==> src/sv/rrqs_pkg.sv <==
// Package for the round-robin quantum scheduler.
// Holds table entry types, request and response types, sequencer states and saturating helpers.
// No dependencies.
package rrqs_pkg;

  localparam int unsigned MaxProcsDef = 16;

  localparam logic ActLoad = 1'b0;
  localparam logic ActTick = 1'b1;

  typedef struct packed {
    logic        action;
    logic [7:0]  proc_id;
    logic [15:0] arrival_time;
    logic [15:0] burst_time;
  } req_t;

  typedef struct packed {
    logic        load_accepted;
    logic        running_valid;
    logic [7:0]  running_id;
    logic        finished_valid;
    logic [7:0]  finished_id;
    logic [31:0] finished_completion;
    logic [31:0] finished_waiting;
  } rsp_t;

  typedef struct packed {
    logic [7:0]  id;
    logic [15:0] arrival;
    logic [15:0] burst;
  } pend_ent_t;

  typedef struct packed {
    logic [7:0]  id;
    logic [15:0] burst;
    logic [15:0] done;
    logic [31:0] wait_cnt;
  } rdy_ent_t;

  typedef enum logic [3:0] {
    ST_IDLE,
    ST_LOAD,
    ST_ADMIT,
    ST_DECIDE,
    ST_INSERT,
    ST_PICK,
    ST_PASS,
    ST_EXEC,
    ST_FIN
  } eng_state_e;

  function automatic logic [31:0] sat_inc32(input logic [31:0] v);
    sat_inc32 = (v == 32'hFFFF_FFFF) ? v : v + 32'd1;
  endfunction

  function automatic logic [15:0] sat_inc16(input logic [15:0] v);
    sat_inc16 = (v == 16'hFFFF) ? v : v + 16'd1;
  endfunction

endpackage

==> src/sv/rrqs_if.sv <==
// Request and response channel interfaces of the scheduler.
// Depends on nothing; valid/ready handshake with flat payload.
interface rrqs_req_if;
  logic        valid;
  logic        ready;
  logic        action;
  logic [7:0]  proc_id;
  logic [15:0] arrival_time;
  logic [15:0] burst_time;

  modport source (output valid, action, proc_id, arrival_time, burst_time, input ready);
  modport sink (input valid, action, proc_id, arrival_time, burst_time, output ready);
endinterface

interface rrqs_rsp_if;
  logic        valid;
  logic        ready;
  logic        load_accepted;
  logic        running_valid;
  logic [7:0]  running_id;
  logic        finished_valid;
  logic [7:0]  finished_id;
  logic [31:0] finished_completion;
  logic [31:0] finished_waiting;

  modport source (output valid, load_accepted, running_valid, running_id, finished_valid,
                  finished_id, finished_completion, finished_waiting, input ready);
  modport sink (input valid, load_accepted, running_valid, running_id, finished_valid,
                finished_id, finished_completion, finished_waiting, output ready);
endinterface

==> src/sv/rrqs_out_reg.sv <==
// Response output register of the scheduler.
// Depends on rrqs_pkg for the response type.
module rrqs_out_reg (
  input  logic          clk_i,
  input  logic          rst_ni,
  input  logic          push_i,
  input  rrqs_pkg::rsp_t data_i,
  output logic          free_o,
  output logic          valid_o,
  input  logic          ready_i,
  output rrqs_pkg::rsp_t data_o
);

  logic           valid_q, valid_d;
  rrqs_pkg::rsp_t data_q, data_d;

  assign free_o = !valid_q || ready_i;

  always_comb begin
    valid_d = valid_q;
    data_d  = data_q;
    if (valid_q && ready_i) begin
      valid_d = 1'b0;
    end
    if (push_i && free_o) begin
      valid_d = 1'b1;
      data_d  = data_i;
    end
  end

  always_ff @(posedge clk_i or negedge rst_ni) begin
    if (!rst_ni) begin
      valid_q <= 1'b0;
    end else begin
      valid_q <= valid_d;
    end
  end

  always_ff @(posedge clk_i) begin
    data_q <= data_d;
  end

  assign valid_o = valid_q;
  assign data_o  = data_q;

endmodule

==> src/sv/rrqs_engine.sv <==
// Scheduler sequencer with the pending and ready tables in synchronous memories.
// Depends on rrqs_pkg for entry types, states and saturating helpers.
module rrqs_engine #(
  parameter int unsigned MAX_PROCS = rrqs_pkg::MaxProcsDef
) (
  input  logic           clk_i,
  input  logic           rst_ni,
  input  logic           req_valid_i,
  output logic           req_ready_o,
  input  rrqs_pkg::req_t req_i,
  input  logic [15:0]    quantum_i,
  input  logic           slot_free_i,
  output logic           push_o,
  output rrqs_pkg::rsp_t rsp_o
);

  localparam int unsigned CW = $clog2(MAX_PROCS + 1);
  localparam int unsigned IW = $clog2(MAX_PROCS);
  localparam int unsigned QW = CW + 1;
  localparam logic signed [QW-1:0] QOne = QW'(1);

  rrqs_pkg::eng_state_e state_q, state_d;

  rrqs_pkg::pend_ent_t pend_mem [MAX_PROCS];
  rrqs_pkg::rdy_ent_t  rdy_mem  [MAX_PROCS];
  rrqs_pkg::pend_ent_t pend_rdata_q, pend_wdata;
  rrqs_pkg::rdy_ent_t  rdy_rdata_q, rdy_wdata;
  logic                pend_re, pend_we, rdy_re, rdy_we;
  logic [IW-1:0]       pend_raddr, pend_waddr, rdy_raddr, rdy_waddr;

  rrqs_pkg::req_t req_q, req_d;
  rrqs_pkg::rsp_t res_q, res_d;

  logic [CW-1:0]        pc_q, pc_d, rc_q, rc_d;
  logic                 run_q, run_d;
  rrqs_pkg::rdy_ent_t   run_ent_q, run_ent_d;
  logic signed [QW-1:0] qp_q, qp_d;
  logic [15:0]          slice_q, slice_d;
  logic [31:0]          step_q, step_d;
  logic [CW-1:0]        rd_q, rd_d, wr_q, wr_d, pa_q, pa_d;
  logic                 pv_q, pv_d;
  logic [CW-1:0]        ins_p_q, ins_p_d, rm_idx_q, rm_idx_d;
  logic                 rm_q, rm_d;

  logic [CW:0]          total;
  logic [CW-1:0]        rd_dec, pa_inc, clamp_p;
  logic signed [QW-1:0] qn, rc_s;

  assign total  = {1'b0, pc_q} + {1'b0, rc_q} + {{CW{1'b0}}, run_q};
  assign rd_dec = rd_q - 1'b1;
  assign pa_inc = pa_q + 1'b1;
  assign rc_s   = $signed({1'b0, rc_q});

  always_comb begin
    if (qp_q < 0) begin
      clamp_p = '0;
    end else if (qp_q > rc_s) begin
      clamp_p = rc_q;
    end else begin
      clamp_p = qp_q[CW-1:0];
    end
    qn = qp_q + QOne;
    if (qn < 0 || qn >= rc_s) begin
      qn = '0;
    end
  end

  // next state
  always_comb begin
    state_d = state_q;
    case (state_q)
      rrqs_pkg::ST_IDLE: begin
        if (req_valid_i) begin
          state_d = (req_i.action == rrqs_pkg::ActLoad) ? rrqs_pkg::ST_LOAD
                                                        : rrqs_pkg::ST_ADMIT;
        end
      end
      rrqs_pkg::ST_LOAD: state_d = rrqs_pkg::ST_FIN;
      rrqs_pkg::ST_ADMIT: begin
        if (rd_q == pc_q && !pv_q) state_d = rrqs_pkg::ST_DECIDE;
      end
      rrqs_pkg::ST_DECIDE: begin
        if (!run_q || run_ent_q.done >= run_ent_q.burst) begin
          state_d = rrqs_pkg::ST_PICK;
        end else if (slice_q >= quantum_i) begin
          state_d = rrqs_pkg::ST_INSERT;
        end else begin
          state_d = rrqs_pkg::ST_PASS;
        end
      end
      rrqs_pkg::ST_INSERT: begin
        if (rd_q == ins_p_q && !pv_q) state_d = rrqs_pkg::ST_PICK;
      end
      rrqs_pkg::ST_PICK: state_d = rrqs_pkg::ST_PASS;
      rrqs_pkg::ST_PASS: begin
        if (rd_q == rc_q && !pv_q) state_d = rrqs_pkg::ST_EXEC;
      end
      rrqs_pkg::ST_EXEC: state_d = rrqs_pkg::ST_FIN;
      rrqs_pkg::ST_FIN: begin
        if (slot_free_i) state_d = rrqs_pkg::ST_IDLE;
      end
      default: state_d = rrqs_pkg::ST_IDLE;
    endcase
  end

  // datapath and memory control
  always_comb begin
    req_d     = req_q;
    res_d     = res_q;
    pc_d      = pc_q;
    rc_d      = rc_q;
    run_d     = run_q;
    run_ent_d = run_ent_q;
    qp_d      = qp_q;
    slice_d   = slice_q;
    step_d    = step_q;
    rd_d      = rd_q;
    wr_d      = wr_q;
    pa_d      = pa_q;
    pv_d      = pv_q;
    ins_p_d   = ins_p_q;
    rm_d      = rm_q;
    rm_idx_d  = rm_idx_q;
    pend_re    = 1'b0;
    pend_raddr = rd_q[IW-1:0];
    pend_we    = 1'b0;
    pend_waddr = wr_q[IW-1:0];
    pend_wdata = pend_rdata_q;
    rdy_re     = 1'b0;
    rdy_raddr  = rd_q[IW-1:0];
    rdy_we     = 1'b0;
    rdy_waddr  = wr_q[IW-1:0];
    rdy_wdata  = rdy_rdata_q;
    push_o     = 1'b0;

    case (state_q)
      rrqs_pkg::ST_IDLE: begin
        if (req_valid_i) begin
          req_d = req_i;
          res_d = '0;
          rd_d  = '0;
          wr_d  = '0;
          pv_d  = 1'b0;
        end
      end
      rrqs_pkg::ST_LOAD: begin
        if (total < (CW + 1)'(MAX_PROCS) && pc_q < CW'(MAX_PROCS)) begin
          pend_we    = 1'b1;
          pend_waddr = pc_q[IW-1:0];
          pend_wdata = '{id: req_q.proc_id, arrival: req_q.arrival_time,
                         burst: req_q.burst_time};
          pc_d       = pc_q + 1'b1;
          res_d.load_accepted = 1'b1;
        end
      end
      rrqs_pkg::ST_ADMIT: begin
        pv_d = 1'b0;
        if (rd_q < pc_q) begin
          pend_re = 1'b1;
          rd_d    = rd_q + 1'b1;
          pv_d    = 1'b1;
        end
        if (pv_q) begin
          if ({16'd0, pend_rdata_q.arrival} <= step_q && rc_q < CW'(MAX_PROCS)) begin
            rdy_we    = 1'b1;
            rdy_waddr = rc_q[IW-1:0];
            rdy_wdata = '{id: pend_rdata_q.id, burst: pend_rdata_q.burst,
                          done: 16'd0, wait_cnt: 32'd0};
            rc_d      = rc_q + 1'b1;
          end else begin
            pend_we = 1'b1;
            wr_d    = wr_q + 1'b1;
          end
        end
        if (rd_q == pc_q && !pv_q) begin
          pc_d = wr_q;
        end
      end
      rrqs_pkg::ST_DECIDE: begin
        rm_d = 1'b0;
        rd_d = '0;
        wr_d = '0;
        pv_d = 1'b0;
        if (run_q) begin
          if (run_ent_q.done >= run_ent_q.burst) begin
            res_d.finished_valid      = 1'b1;
            res_d.finished_id         = run_ent_q.id;
            res_d.finished_completion = step_q;
            res_d.finished_waiting    = run_ent_q.wait_cnt;
            run_d = 1'b0;
            qp_d  = qp_q - QOne;
          end else if (slice_q >= quantum_i) begin
            rd_d    = rc_q;
            ins_p_d = clamp_p;
            run_d   = 1'b0;
          end
        end
      end
      rrqs_pkg::ST_INSERT: begin
        pv_d = 1'b0;
        if (rd_q > ins_p_q) begin
          rdy_re    = 1'b1;
          rdy_raddr = rd_dec[IW-1:0];
          rd_d      = rd_dec;
          pa_d      = rd_dec;
          pv_d      = 1'b1;
        end
        if (pv_q) begin
          rdy_we    = 1'b1;
          rdy_waddr = pa_inc[IW-1:0];
        end
        if (rd_q == ins_p_q && !pv_q) begin
          rdy_we    = 1'b1;
          rdy_waddr = ins_p_q[IW-1:0];
          rdy_wdata = run_ent_q;
          rc_d      = rc_q + 1'b1;
        end
      end
      rrqs_pkg::ST_PICK: begin
        qp_d     = qn;
        slice_d  = '0;
        rm_d     = (rc_q != '0);
        rm_idx_d = qn[CW-1:0];
        rd_d     = '0;
        wr_d     = '0;
        pv_d     = 1'b0;
      end
      rrqs_pkg::ST_PASS: begin
        pv_d = 1'b0;
        if (rd_q < rc_q) begin
          rdy_re = 1'b1;
          rd_d   = rd_q + 1'b1;
          pa_d   = rd_q;
          pv_d   = 1'b1;
        end
        if (pv_q) begin
          if (rm_q && pa_q == rm_idx_q) begin
            run_d     = 1'b1;
            run_ent_d = rdy_rdata_q;
          end else begin
            rdy_we             = 1'b1;
            rdy_wdata.wait_cnt = rrqs_pkg::sat_inc32(rdy_rdata_q.wait_cnt);
            wr_d               = wr_q + 1'b1;
          end
        end
        if (rd_q == rc_q && !pv_q) begin
          rc_d = wr_q;
        end
      end
      rrqs_pkg::ST_EXEC: begin
        if (run_q) begin
          run_ent_d.done      = rrqs_pkg::sat_inc16(run_ent_q.done);
          slice_d             = rrqs_pkg::sat_inc16(slice_q);
          res_d.running_valid = 1'b1;
          res_d.running_id    = run_ent_q.id;
        end
        step_d = rrqs_pkg::sat_inc32(step_q);
      end
      rrqs_pkg::ST_FIN: begin
        push_o = slot_free_i;
      end
      default: begin
        push_o = 1'b0;
      end
    endcase
  end

  always_ff @(posedge clk_i) begin
    if (pend_we) pend_mem[pend_waddr] <= pend_wdata;
    if (pend_re) pend_rdata_q <= pend_mem[pend_raddr];
    if (rdy_we) rdy_mem[rdy_waddr] <= rdy_wdata;
    if (rdy_re) rdy_rdata_q <= rdy_mem[rdy_raddr];
  end

  always_ff @(posedge clk_i or negedge rst_ni) begin
    if (!rst_ni) begin
      state_q <= rrqs_pkg::ST_IDLE;
      pc_q    <= '0;
      rc_q    <= '0;
      run_q   <= 1'b0;
      qp_q    <= '1;
      slice_q <= '0;
      step_q  <= '0;
      rd_q    <= '0;
      wr_q    <= '0;
      pv_q    <= 1'b0;
      rm_q    <= 1'b0;
    end else begin
      state_q <= state_d;
      pc_q    <= pc_d;
      rc_q    <= rc_d;
      run_q   <= run_d;
      qp_q    <= qp_d;
      slice_q <= slice_d;
      step_q  <= step_d;
      rd_q    <= rd_d;
      wr_q    <= wr_d;
      pv_q    <= pv_d;
      rm_q    <= rm_d;
    end
  end

  always_ff @(posedge clk_i) begin
    req_q     <= req_d;
    res_q     <= res_d;
    run_ent_q <= run_ent_d;
    pa_q      <= pa_d;
    ins_p_q   <= ins_p_d;
    rm_idx_q  <= rm_idx_d;
  end

  assign req_ready_o = (state_q == rrqs_pkg::ST_IDLE);
  assign rsp_o       = res_q;

`ifndef SYNTHESIS
  a_occupancy: assert property (@(posedge clk_i) disable iff (!rst_ni)
    state_q == rrqs_pkg::ST_IDLE |-> total <= (CW + 1)'(MAX_PROCS))
    else $error("scheduler occupancy exceeds table depth");

  a_qpos_floor: assert property (@(posedge clk_i) disable iff (!rst_ni)
    qp_q >= -1 && qp_q <= rc_s)
    else $error("queue position out of range");

  a_accept_leaves_idle: assert property (@(posedge clk_i) disable iff (!rst_ni)
    state_q == rrqs_pkg::ST_IDLE && req_valid_i |=> state_q != rrqs_pkg::ST_IDLE)
    else $error("accepted request did not start");

  a_fin_push: assert property (@(posedge clk_i) disable iff (!rst_ni)
    state_q == rrqs_pkg::ST_FIN && slot_free_i |=> state_q == rrqs_pkg::ST_IDLE)
    else $error("response push did not return to idle");
`endif

endmodule

==> src/sv/round_robin_quantum_scheduler_core.sv <==
// Top level of the round-robin quantum scheduler.
// Depends on rrqs_pkg, rrqs_if, rrqs_engine and rrqs_out_reg.
//
// Usage: requests enter on req_i (valid/ready). action 0 loads a process
// (id, arrival step, burst) into the pending table; action 1 is one tick.
// Every request yields exactly one response on rsp_o (valid/ready).
// The quantum register is written through cfg_we_i/cfg_wdata_i; the user
// must write it only while idle, which the block itself does not enforce.
// A load passes through the load and finish states. A tick sweeps the
// pending table, then the ready table, with one more ready sweep before
// it when the running process is preempted. Each table memory has a
// single read and a single write port, and every sweep goes through it
// one entry per cycle.
// One request is in work at a time; req_i.ready is high only when idle.
// A finished response waits in the output register; a new request is
// accepted while it waits, and the next response holds until it is taken.
// Reset empties both tables, clears the step counter and sets the
// quantum to 1; no clearing pass is needed.
module round_robin_quantum_scheduler_core #(
  parameter int unsigned MAX_PROCS = rrqs_pkg::MaxProcsDef
) (
  input  logic        clk_i,
  input  logic        rst_ni,
  input  logic        cfg_we_i,
  input  logic [15:0] cfg_wdata_i,
  rrqs_req_if.sink    req_i,
  rrqs_rsp_if.source  rsp_o
);

  logic [15:0]    quantum_q;
  rrqs_pkg::req_t req;
  rrqs_pkg::rsp_t eng_rsp, out_rsp;
  logic           push, slot_free, out_valid;

  always_ff @(posedge clk_i or negedge rst_ni) begin
    if (!rst_ni) begin
      quantum_q <= 16'd1;
    end else if (cfg_we_i) begin
      quantum_q <= cfg_wdata_i;
    end
  end

  assign req = '{action: req_i.action, proc_id: req_i.proc_id,
                 arrival_time: req_i.arrival_time, burst_time: req_i.burst_time};

  rrqs_engine #(
    .MAX_PROCS(MAX_PROCS)
  ) u_engine (
    .clk_i       (clk_i),
    .rst_ni      (rst_ni),
    .req_valid_i (req_i.valid),
    .req_ready_o (req_i.ready),
    .req_i       (req),
    .quantum_i   (quantum_q),
    .slot_free_i (slot_free),
    .push_o      (push),
    .rsp_o       (eng_rsp)
  );

  rrqs_out_reg u_out_reg (
    .clk_i   (clk_i),
    .rst_ni  (rst_ni),
    .push_i  (push),
    .data_i  (eng_rsp),
    .free_o  (slot_free),
    .valid_o (out_valid),
    .ready_i (rsp_o.ready),
    .data_o  (out_rsp)
  );

  assign rsp_o.valid               = out_valid;
  assign rsp_o.load_accepted       = out_rsp.load_accepted;
  assign rsp_o.running_valid       = out_rsp.running_valid;
  assign rsp_o.running_id          = out_rsp.running_id;
  assign rsp_o.finished_valid      = out_rsp.finished_valid;
  assign rsp_o.finished_id         = out_rsp.finished_id;
  assign rsp_o.finished_completion = out_rsp.finished_completion;
  assign rsp_o.finished_waiting    = out_rsp.finished_waiting;

endmodule
==> src/flat_wrapper.sv <==
// flat-port wrapper written by rule: the top's interface ports become plain ports
module round_robin_quantum_scheduler_core_flat 
#(
  parameter int unsigned MAX_PROCS = rrqs_pkg::MaxProcsDef
)
  (clk_i, rst_ni, cfg_we_i, cfg_wdata_i, req_i_valid, req_i_action, req_i_proc_id, req_i_arrival_time, req_i_burst_time, req_i_ready, rsp_o_valid, rsp_o_load_accepted, rsp_o_running_valid, rsp_o_running_id, rsp_o_finished_valid, rsp_o_finished_id, rsp_o_finished_completion, rsp_o_finished_waiting, rsp_o_ready);
  rrqs_req_if req_i_i ();
  rrqs_rsp_if rsp_o_i ();
  input  logic clk_i;
  input  logic rst_ni;
  input  logic cfg_we_i;
  input  logic [15:0] cfg_wdata_i;
  input wire logic [$bits(req_i_i.valid)-1:0] req_i_valid;
  input wire logic [$bits(req_i_i.action)-1:0] req_i_action;
  input wire logic [$bits(req_i_i.proc_id)-1:0] req_i_proc_id;
  input wire logic [$bits(req_i_i.arrival_time)-1:0] req_i_arrival_time;
  input wire logic [$bits(req_i_i.burst_time)-1:0] req_i_burst_time;
  output wire logic [$bits(req_i_i.ready)-1:0] req_i_ready;
  output wire logic [$bits(rsp_o_i.valid)-1:0] rsp_o_valid;
  output wire logic [$bits(rsp_o_i.load_accepted)-1:0] rsp_o_load_accepted;
  output wire logic [$bits(rsp_o_i.running_valid)-1:0] rsp_o_running_valid;
  output wire logic [$bits(rsp_o_i.running_id)-1:0] rsp_o_running_id;
  output wire logic [$bits(rsp_o_i.finished_valid)-1:0] rsp_o_finished_valid;
  output wire logic [$bits(rsp_o_i.finished_id)-1:0] rsp_o_finished_id;
  output wire logic [$bits(rsp_o_i.finished_completion)-1:0] rsp_o_finished_completion;
  output wire logic [$bits(rsp_o_i.finished_waiting)-1:0] rsp_o_finished_waiting;
  input wire logic [$bits(rsp_o_i.ready)-1:0] rsp_o_ready;
  assign req_i_i.valid = req_i_valid;
  assign req_i_i.action = req_i_action;
  assign req_i_i.proc_id = req_i_proc_id;
  assign req_i_i.arrival_time = req_i_arrival_time;
  assign req_i_i.burst_time = req_i_burst_time;
  assign req_i_ready = req_i_i.ready;
  assign rsp_o_valid = rsp_o_i.valid;
  assign rsp_o_load_accepted = rsp_o_i.load_accepted;
  assign rsp_o_running_valid = rsp_o_i.running_valid;
  assign rsp_o_running_id = rsp_o_i.running_id;
  assign rsp_o_finished_valid = rsp_o_i.finished_valid;
  assign rsp_o_finished_id = rsp_o_i.finished_id;
  assign rsp_o_finished_completion = rsp_o_i.finished_completion;
  assign rsp_o_finished_waiting = rsp_o_i.finished_waiting;
  assign rsp_o_i.ready = rsp_o_ready;
  round_robin_quantum_scheduler_core #(.MAX_PROCS(MAX_PROCS)) u_core (.clk_i(clk_i), .rst_ni(rst_ni), .cfg_we_i(cfg_we_i), .cfg_wdata_i(cfg_wdata_i), .req_i(req_i_i), .rsp_o(rsp_o_i));
endmodule
==> config.mk <==
export PLATFORM = sky130hd
export DESIGN_NAME = round_robin_quantum_scheduler_core_flat
export DESIGN_NICKNAME = d
export VERILOG_FILES = /design/src/sv/rrqs_pkg.sv /design/src/sv/rrqs_if.sv /design/src/sv/rrqs_out_reg.sv /design/src/sv/rrqs_engine.sv /design/src/sv/round_robin_quantum_scheduler_core.sv /design/src/flat_wrapper.sv
export SDC_FILE = /design/constraint.sdc
export NUM_CORES = 2
export LEC_CHECK = 0
export ABC_CLOCK_PERIOD_IN_PS = 18100
export BUFFER_PORTS_ARGS = -buffer_cell sky130_fd_sc_hd__clkbuf_2
export CORE_ASPECT_RATIO = 0.6
export CORE_MARGIN = 4
export CORE_UTILIZATION = 50
export DETAILED_ROUTE_END_ITERATION = 6
export GPL_ROUTABILITY_DRIVEN = 0
export GPL_TIMING_DRIVEN = 0
export PLACE_DENSITY = 0.76
export SLEW_MARGIN = 20
export SYNTH_ARGS = -nofsm -noshare
export SYNTH_HDL_FRONTEND = slang
export SYNTH_SLANG_ARGS = --single-unit
==> constraint.sdc <==
create_clock -name clk_i -period 18.1 [get_ports clk_i]
set_input_delay 2.715 -clock clk_i [delete_from_list [all_inputs] [get_ports clk_i]]
set_output_delay 2.715 -clock clk_i [all_outputs]
set_load 0.1 [all_outputs]
==> flow_summary.ini <==
[outcome]
run_status = finished with violations
violations = DRC

[synthesis]
ys_async_sr_fraction_pct = 4.270
syn_inst = 5782
yosysTopAreaCell = edfxtp_1
synth_ff_type = edfxtp_1
synth_nets = 5935
ys_seq_area_share_pct = 66.89
synthTopCellsByArea = edfxtp_1, mux2i_1, mux4_2
synth_seq_cells = 2295
synth_top_area_share_pct = 64.48
yosys_warnings = 0
synth_area_per_cell_um2 = 17.70
synth_area_um2 = 102300
yosysUniqueCellTypes = 92
synth_edf_count = 2197

[place]
dp_hpwl_um = 203100
dp_cells = 8857
io_buffers = 146

[drt]
ant_nets = 0
drt-pass1-iter-count = 7
wl_per_cell_um = 31.56
drcViolationCount = 15
drt_first_iter_violations = 9683
via_per_inst = 6.622
wirelength_um = 291100
vias = 61079

[floorplanning]
dieWidth_um = 592.0
core_um2 = 203200
boundaryPins = 147
fp-row-count = 128
start_util_pct = 50.34
fp.dieArea_um2 = 212200
fp.dieH_um = 358.4

[timing]
period_share_pct = 42.97
period_needed_ns = 7.777
tightest_slew_ns = 1.245
drv_slew = 0
finalHoldViolCount = 0
holdWs_ns = 0.4189
clock_skew_ns = 0.06003
slew_headroom_pct = 16.80
max_freq_mhz = 128.6
setup_violations = 0
rsz0062_at_grt = no

[pwr]
p_clk_share_pct = 23.1
p_int_uw = 12120
p_leak_uw = 0.04036
comb_power_share_pct = 39.5
pwr-share-seq_pct = 37.4
switching_share_pct = 36.18
p_per_area_nw_per_um2 = 163.4
vdd_ir_drop_max_mv = 0.1259
p_sw_uw = 6867

[final_layout]
final_util_pct = 57.16
fill_cells = 14821
instances_no_fill = 9224
drive_gt1_share_pct = 20.69
syn_to_final_growth_pct = 13.55
layout.nets = 6488

[critical_path]
critPathArrivalTime_ns = 8.35
path_class = flop to flop
startpoint_type = flop
crit_fanout = 13
required_ns = 18.67
endpoint_kind = flop

[global_routing]
grt_max_degree = 85
overflow = 0
grt_pass1_vias = 59249
grt_pass1_wl_um = 415900
track_usage_pct = 27.03
antenna_found_initial = 20

[clock_tree]
postCtsSetupBuffers = 0
clkLatencyLatePin_ns = 0.88
cts_buffers = 205
clock_path_buffers = 4
htree_levels = 4
ctsResizeCount = 0
clock_sinks = 2295
ctsRootBufferMaster = clkbuf_16
cts.clk_slew.worst_paths_ns = 0.07
cts_tree = yes
cts_hold_buffers = 0

[worst_hold_path]
min_path_type = flop to flop

[run]
maxCapViolCount = 0
cell usage after synthesis (5+ instances only):
master     count
buf_2         45
a31oi_1       12
edfxtp_1    2197
o2111ai_1      5
nand2_1      202
o31ai_1        7
or3_1          8
mux2_2        44
o21ai_0      106
dfrtp_1       91
xnor2_1       47
mux2i_1     1164
o21a_1        11
a21o_1        10
nand2b_1      17
xor2_1        33
a211o_1        5
o221ai_1      77
or2_2         11
nand4_1       23
buf_1         40
nand3b_1       5
and3_1        24
dfstp_2        7
nor2_1       107
and4_1        10
nor2b_1       15
a21oi_1       47
and2_1        77
mux4_2       488
a221o_1       25
nor4_1        23
a22oi_1       31
inv_1         95
nor3b_1       10
a22o_1         7
clkbuf_1     259
ha_1          91
o211ai_1      11
o22a_1        73
nor3_1        41
nand3_1       84
a211oi_1      10
o22ai_1        7
stage by stage:
| step | setup TNS (ns) | total power [uW] | instance area (um2) | worst slack [ns] |
|---|---|---|---|---|
| final | 0 | 18980 | 116200 | 10.32 |
| after global routing | 0 | 19520 | 116200 | 10.14 |
| after CTS | 0 | 18770 | 116100 | 10.68 |
| after detailed placement | 0 | 14400 | 109600 | 10.77 |
| after global placement | -1368.28 | 14050 | 106500 | -4.702 |
| after floorplan | 0 | 11800 | 102300 | 6.932 |
final timing paths:
check / from / to / slack (ns) / cells past startpoint
max in group asynchronous: rst_ni / u_core.u_engine.rc_q[2]$_DFFE_PN0P_ / 15.70 / 2
hold reg to reg: u_core.u_engine.rsp_o[82]$_DFFE_PP_ / u_core.u_out_reg.data_o[82]$_DFFE_PP_ / 0.42 / 0
setup / recovery: u_core.u_engine.rd_q[0]$_DFFE_PN0P_ / u_core.u_engine.rdy_mem[10][41]$_DFFE_PP_ / 10.32 / 21
min in group asynchronous: rst_ni / u_core.quantum_q[1]$_DFFE_PN0P_ / 1.68 / 1
hold / removal: u_core.u_engine.rsp_o[82]$_DFFE_PP_ / u_core.u_out_reg.data_o[82]$_DFFE_PP_ / 0.42 / 0
setup reg to reg: u_core.u_engine.rd_q[0]$_DFFE_PN0P_ / u_core.u_engine.rdy_mem[10][41]$_DFFE_PP_ / 10.32 / 21
power by group through the flow:
| stage | combinational [uW] | clock [uW] | sequential [uW] |
|---|---|---|---|
| 3_5_place_dp | 7210 | 0 | 7190 |
| 4_1_cts | 7290 | 4400 | 7080 |
| 6_report | 7500 | 4390 | 7100 |
| 5_1_grt | 7770 | 4640 | 7110 |
| 2_1_floorplan | 4570 | 0 | 7230 |
| 3_3_place_gp | 6800 | 0 | 7240 |
cell type report:
| type | instances | area [um2] | area share [%] |
|---|---|---|---|
| repair buffers | 346 | 3410 | 2.935 |
| flip-flops and latches | 2295 | 68430 | 58.90 |
| clock buffers | 246 | 5400 | 4.648 |
| inverters | 95 | 356.6 | 0.3069 |
| clock inverters | 117 | 1151 | 0.9908 |
| plain buffers | 349 | 1434 | 1.234 |
| well taps | 2730 | 3416 | 2.940 |
| diodes | 3 | 7.507 | 0.006462 |
| multi-input cells | 3043 | 32570 | 28.03 |
critical path, cell delays in order (launching register included):
cell and delay (ns):
dfrtp_1 0.38, clkbuf_1 0.44, inv_1 0.20, buf_2 0.44
buf_1 0.78, clkbuf_2 0.71, ha_1 0.37, nand3b_1 0.19
nor2_1 0.19, a22oi_1 0.44, a21boi_0 0.16, a31oi_1 0.20
a221o_1 0.43, buf_6 0.26, nor4b_2 0.54, buf_2 0.37
buf_2 0.30, buf_2 0.25, buf_2 0.23, buf_4 0.19
buf_2 0.19, buf_4 0.16
routing by layer:
metal  routed length, um  up-vias  GRT usage (%)  share of wire [%]
met5                  57        -              0              0.020
met4                7910       10          6.475                2.7
met3               47990      561          9.877                 16
met2              120400     4578          37.56                 41
met1              114700    31301          40.56                 39
li1                    -    24629              -                  -
sequential cells by signal (all words and copies together), names as in the netlist:
| signal | flops |
|---|---|
| u_core.u_engine.run_q | 1 |
| u_core.u_engine.rdy_mem | 1152 |
| u_core.quantum_q | 16 |
| u_core.u_engine.pend_mem | 640 |
| u_core.u_engine.step_q | 32 |
| u_core.u_engine.slice_q | 16 |
| u_core.u_engine.req_q | 40 |
| u_core.u_engine.rm_idx_q | 5 |
| u_core.u_engine.rdy_rdata_q | 72 |
| u_core.u_engine.state_q | 4 |
| u_core.u_out_reg.data_o | 83 |
| u_core.u_engine.run_ent_q | 72 |
| u_core.u_engine.pc_q | 5 |
| u_core.u_engine.rc_q | 5 |
| u_core.u_engine.rm_q | 1 |
| u_core.u_engine.wr_q | 5 |
| u_core.u_engine.rd_q | 5 |
| u_core.u_engine.rsp_o | 83 |
| u_core.u_engine.pa_q | 5 |
| u_core.u_engine.ins_p_q | 5 |
| u_core.u_engine.pend_rdata_q | 40 |
| u_core.u_out_reg.valid_o | 1 |
| u_core.u_engine.qp_q | 6 |
| u_core.u_engine.pv_q | 1 |
logic make-up (layout without fill, tap and decap cells):
group / after synthesis / count (layout) / synth area share [%]
AO/OA/AOI/OAI: 490 / 490 / 3.550
XOR/XNOR: 80 / 80 / 0.6848
adder cells (fa/ha/maj): 91 / 91 / 1.113
buffers and inverters: 444 / 1153 / 1.704
flip-flops: 2295 / 2295 / 66.89
multiplexers: 1696 / 1696 / 22.61
other: 0 / 3 / 0
AND/OR/NAND/NOR: 686 / 686 / 3.447
cell usage in the layout, fill, tap and decap left out, drive strengths merged, types with 24 or more instances in the layout:
master	n
ha	91
nand3	84
edfxtp	2197
a221o	25
clkbuf	660
a22oi	32
o22a	73
xnor2	47
a21oi	49
nor2	108
xor2	33
and3	24
mux2i	1164
mux4	488
o221ai	78
buf	281
nor3	43
inv	98
dfrtp	91
o21ai	110
nand2	203
clkinv	85
mux2	44
and2	78
nor4	26
(Power assumes the default switching activity.)
